--- src/hdl/mmp_pkg.sv ---
// Package with shared constants and types.
package mmp_pkg;
	localparam int unsigned MaxSize = 4;
	localparam int unsigned ElemW = 31;
	localparam int unsigned ExpW = 63;
	localparam int unsigned CfgIdxW = 1;
	localparam int unsigned CfgDataW = 31;
	localparam logic [CfgIdxW-1:0] RegModulus = 1'd0;
	localparam logic [CfgIdxW-1:0] RegSize = 1'd1;
	localparam logic [ElemW-1:0] ModulusReset = 31'd1000000007;
	localparam logic [2:0] SizeReset = 3'd3;

	typedef enum logic [2:0] {
		ST_LOAD,
		ST_INIT,
		ST_MUL,
		ST_NEXT,
		ST_EMIT
	} state_t;

	// Control handed from the sequencer to every cell of the chain.
	typedef struct packed {
		logic start;
		logic step;
		logic clear;
	} cell_ctrl_t;
endpackage

--- src/hdl/mmp_cell.sv ---
// One multiply-accumulate cell: folds one term a*b mod m into its running sum.
module mmp_cell (
	input  logic                       clk,
	input  logic                       arst_n,
	input  mmp_pkg::cell_ctrl_t        ctrl,
	input  logic [mmp_pkg::ElemW-1:0]  a,
	input  logic [mmp_pkg::ElemW-1:0]  b,
	input  logic [mmp_pkg::ElemW-1:0]  modulus,
	output logic                       busy,
	output logic [mmp_pkg::ElemW-1:0]  acc
);
	// The product is reduced by a bit-serial shift-subtract over 62 steps.
	localparam int unsigned PW = 2 * mmp_pkg::ElemW;
	localparam int unsigned CW = $clog2(PW + 1);

	typedef logic [mmp_pkg::ElemW-1:0] ElemW_t;

	logic [PW-1:0] prod_q;
	logic [mmp_pkg::ElemW:0] rem_q;
	logic [CW-1:0] cnt_q;
	logic [mmp_pkg::ElemW-1:0] acc_q;
	logic [mmp_pkg::ElemW-1:0] acc_nx;
	logic [mmp_pkg::ElemW+1:0] rem_sh;
	logic [mmp_pkg::ElemW+1:0] rem_nx;
	logic [mmp_pkg::ElemW+1:0] sum;

	assign rem_sh = {rem_q, prod_q[PW-1]};
	assign rem_nx = (rem_sh >= {2'b00, modulus}) ? rem_sh - {2'b00, modulus} : rem_sh;
	assign sum = {2'b00, acc_q} + {1'b0, rem_q};
	// The output already holds the current term, so a row can be written back
	// at the edge that takes its last term.
	assign acc_nx = (sum >= {2'b00, modulus}) ? ElemW_t'(sum - {2'b00, modulus})
		: ElemW_t'(sum);

	always_ff @(posedge clk or negedge arst_n) begin
		if (!arst_n) begin
			cnt_q <= '0;
		end else if (ctrl.start) begin
			cnt_q <= CW'(PW);
		end else if (cnt_q != '0) begin
			cnt_q <= cnt_q - 1'b1;
		end
	end

	always_ff @(posedge clk) begin
		if (ctrl.clear) begin
			acc_q <= '0;
		end else if (ctrl.step) begin
			acc_q <= acc_nx;
		end
		if (ctrl.start) begin
			prod_q <= PW'(a) * PW'(b);
			rem_q <= '0;
		end else if (cnt_q != '0) begin
			prod_q <= {prod_q[PW-2:0], 1'b0};
			rem_q <= rem_nx[mmp_pkg::ElemW:0];
		end
	end

	assign busy = (cnt_q != '0);
	assign acc = acc_nx;
endmodule

--- config.mk ---
export PLATFORM = sky130hd
export DESIGN_NAME = mmp_cell
export DESIGN_NICKNAME = d
export VERILOG_FILES = /design/src/hdl/mmp_pkg.sv /design/src/hdl/mmp_cell.sv
export SDC_FILE = /design/constraint.sdc
export NUM_CORES = 2
export LEC_CHECK = 0
export BUFFER_PORTS_ARGS = -buffer_cell sky130_fd_sc_hd__buf_4
export CAP_MARGIN = 0
export CORE_ASPECT_RATIO = 0.6
export CORE_MARGIN = 2
export CORE_UTILIZATION = 30
export DETAILED_ROUTE_END_ITERATION = 8
export GPL_TIMING_DRIVEN = 0
export PLACE_DENSITY = 0.44
export SYNTH_ARGS = -nofsm -noshare
export SYNTH_HDL_FRONTEND = slang
export SYNTH_SLANG_ARGS = --single-unit
--- constraint.sdc ---
create_clock -name clk -period 7.08 [get_ports clk]
set_clock_uncertainty 0.15 [all_clocks]
set_input_delay 0.354 -clock clk [delete_from_list [all_inputs] [get_ports clk]]
set_output_delay 0.354 -clock clk [all_outputs]
set_load 0.05 [all_outputs]
==> summary.md <==
| Metric | Value |
|---|---|
| Required time worst endpoint | `7040 ps` |
| Cells after Synth | `approximately 4700` |
| Fraction of layout cells with a size suffix above 1 | `15.6%` |
| Final-report setup violation count | `31` |
| Longest Clk Path Bufs | `2` |
| CTS buffer count | `17` |
| CTS Root Cell | `clkbuf_16` |
| Layout Cells excl Fill | `6743` |
| Pin count of the biggest net entering global routing | `63` |
| IO Pins | `130` |
| Max_cap viols | `0` |
| Hold Crit Start | `ctrl[1]` |
| CP startpoint kind | `input port` |
| Mean post-synth cell area | `8.96 µm²` |
| Total number of vias | `33700` |
| Fin nets | `6184` |
| RSZ-0062 raised after global routing | `yes` |
| Met2 usage | `30.7%` |
| Crit path time final | `7720 ps` |
| Starting Density | `a little under a third` |
| Largest family of logic cells by synthesized area | `adder cells` |
| Crit. End Element | `flip-flop` |
| Die footprint | `142000 µm²` |
| Core area | `137000 µm²` |
| Synth cell types | `81` |
| PortBufs | `129` |
| GRT Overall Usage | `roughly a quarter` |
| Hold Path Class | `in2reg` |
| Measured slew at the worst slew-check pin | `1210 ps` |
| Initial antenna violation count | `33` |
| Util after Layout | `36.0%` |
| M3 GR Usage | `between 5 and 6%` |
| Die Width | `485 µm` |
| Worst Hold Margin | `126 ps` |
| Tcrit/Tclk final | `109%` |
| GRT overflow | `0` |
| GR peak layer | `met1` |
| Top FF cell, synth | `dfxtp_1` |
| First-pass GRT wire length | `244 mm` |
| Critical Path Fanout Max | `10` |
| Initial DRC count | `2978` |
| Setup TNS | `-9520 ps` |
| Detail Placement HPWL | `142 mm` |
| Compound-cell area share of the yosys netlist | `8.78%` |
| Final hold violation count | `0` |
| Yosys warns | `0` |
| Adder-cell share of the synthesized area | `50.8%` |
| R2R Path Start | `rem_q[0]` |
| Slew Viols, Final | `0` |
| Sinks on Clock Net | `between 100 and 150` |
| Max_slew headroom | `18.8%` |
| Final setup margin | `-640 ps` |
| Post-Synth XOR/XNOR Area | `around 2.8%` |
| Vias in the first global route | `33700` |
| Failing checks | `setup timing` |
| Placed Instances | `6603` |
| # H-tree levels | `4` |
| Register area share after synthesis | `7.85%` |
| Post-Syn Area | `around 42000 µm²` |
| Setup CP Type | `in2reg` |
| Detailed Route WL | `around 170 mm` |
| Global routing met1 resource utilization | `39.5%` |
| Worst EP arrival | `approximately 7700 ps` |
| Die Ht | `293 µm` |
| Drt drc | `0` |
| Post-Syn Nets | `5941` |
| Fmax | `0.130 GHz` |
| Worst setup startpoint | `a[3]` |
| Post-synth EDFFs | `62` |
| WL/cell | `~25 µm` |
| TritonCTS clock tree | `built` |
| Detailed Routing Iterations Pass 1 | `5` |
| Number of core rows | `105` |
| Vias per inst | `approximately 5.0` |
| Area grow syn2layout | `18.5%` |
| Outcome | `finished, violations left` |
| Worst skew pair latency | `about 450 ps` |
| Final ANT Viol Nets | `0` |
| Multiplexer share of the synthesized area | `between 2 and 2.5%` |
| Routability cong. | `0.939` |
| Ys async rst share | `4.58%` |
| Reg clk slew, reported paths | `approximately 70 ps` |
| Count of state elements after synthesis | `131` |
| Simple logic cell fraction of the synthesized area | `17.5%` |
[cell usage in the layout (no fill, tap or decap), types with 37 or more instances in the layout]
cell type    n
nand2_1    598
o21ai_0     62
fa_2        37
fa_1       803
a21oi_1    144
clkbuf_1    54
and2_1     475
clkbuf_16   46
xor2_1      47
ha_1       330
nor2_1     158
inv_1      814
mux2_2      44
dfxtp_1     63
buf_4      216
a21o_1      61
edfxtp_1    62
xnor2_1     85
buf_6       56
[area by class of cell]
cell class / count / area (µm²)
flip-flops and latches: 131 / 3270
clock buffers: 18 / 429
clock inverters: 14 / 185
multi-input cells: 3434 / 35500
repair buffers: 236 / 2040
fillers: 14200 / 87900
inverters: 831 / 3120
diodes: 14 / 35.0
plain buffers: 246 / 2490
well taps: 1819 / 2280
[through the flow]
stage | setup WS, ps | area, µm²
6_report | -640 | 49400
5_1_grt | -727 | 49400
4_1_cts | -536 | 48500
3_5_place_dp | -2720 | 45300
3_3_place_gp | -2690 | 45300
2_1_floorplan | -190 | 42100
[registers in the layout, indices dropped and copies added (netlist names)]
name,flops
rem_q,32
cnt_q,6
prod_q,62
acc_q,31
[per-layer routing]
metal  wire [µm]  share of wire, %
met1       86700                51
met2       63200                37
met3       17400                10
met4        1490              0.88
met5          27             0.016
[critical path, cell delays in order]
cell	delay, ps
buf_4	120
clkbuf_2	450
nand2_1	150
fa_1	430
inv_1	90
fa_1	410
inv_1	100
fa_2	440
fa_2	360
inv_1	80
fa_1	430
fa_1	460
fa_1	560
fa_1	480
ha_1	310
clkbuf_8	140
o21a_1	110
o211ai_1	130
o2bb2ai_4	160
a21oi_4	270
a31o_4	250
or3b_4	430
a221oi_4	400
a21oi_2	120
xnor2_2	240
a21oi_4	150
[path summary, 6_finish.rpt]
kind	end	cells after the start	slack (ps)
max reg2reg	acc_q[21]	24	890
min reg2reg	acc_q[9]	2	340
max in group asynchronous	cnt_q[1]	2	6520
max	prod_q[61]	26	-640
min	acc_q[13]	4	130
min in group asynchronous	cnt_q[2]	2	140
[Yosys cell counts (all sizes together), types with 5 or more instances]
| cell | count | area (µm²) |
|---|---|---|
| fa | 840 | 16800 |
| a2111oi | 5 | 50.0 |
| xnor2 | 87 | 762 |
| a21boi | 7 | 52.6 |
| ha | 349 | 4370 |
| dfrtp | 6 | 150 |
| xor2 | 47 | 412 |
| or3 | 12 | 75.1 |
| edfxtp | 62 | 1860 |
| inv | 830 | 3120 |
| o21bai | 26 | 195 |
| nand2 | 604 | 2270 |
| nand3 | 33 | 165 |
| dfxtp | 63 | 1260 |
| nor3b | 5 | 37.5 |
| mux2 | 74 | 875 |
| o21ai | 91 | 455 |
| a21oi | 166 | 831 |
| nor2b | 18 | 113 |
| and2 | 507 | 3170 |
| a211oi | 36 | 283 |
| or2 | 6 | 37.5 |
| o211ai | 19 | 143 |
| buf | 15 | 86.3 |
| mux2i | 10 | 100 |
| a21o | 62 | 465 |
| clkbuf | 243 | 912 |
| a31oi | 18 | 113 |
| and3 | 20 | 125 |
| a211o | 7 | 61.3 |
| o31ai | 9 | 67.6 |
| nor4 | 10 | 75.1 |
| o21a | 30 | 225 |
| o2111ai | 7 | 61.3 |
| nand4 | 20 | 125 |
| nor3 | 49 | 305 |
| and4 | 5 | 43.8 |
| a221oi | 6 | 58.8 |
| a311oi | 22 | 193 |
| nor2 | 163 | 612 |
| nand2b | 12 | 75.1 |
[repair_timing]
action	CTS	global route
gates cloned	1	2
endpoints found under the hold margin	7	0
setup endpoints to repair	76	65
pin swaps	118	77
resized for setup	496	256
buffers inserted	69	33
hold buffers	2	0
[logic make-up after synthesis]
group / count (synthesis)
fa+ha+maj: 1189
compound gates: 555
simple gates: 1472
buf+inv: 1089
flops: 131
xor+xnor: 134
mux: 84
Power is not shown: default switching activity piles up to over one toggle a cycle in this logic, so the estimate is an artifact.
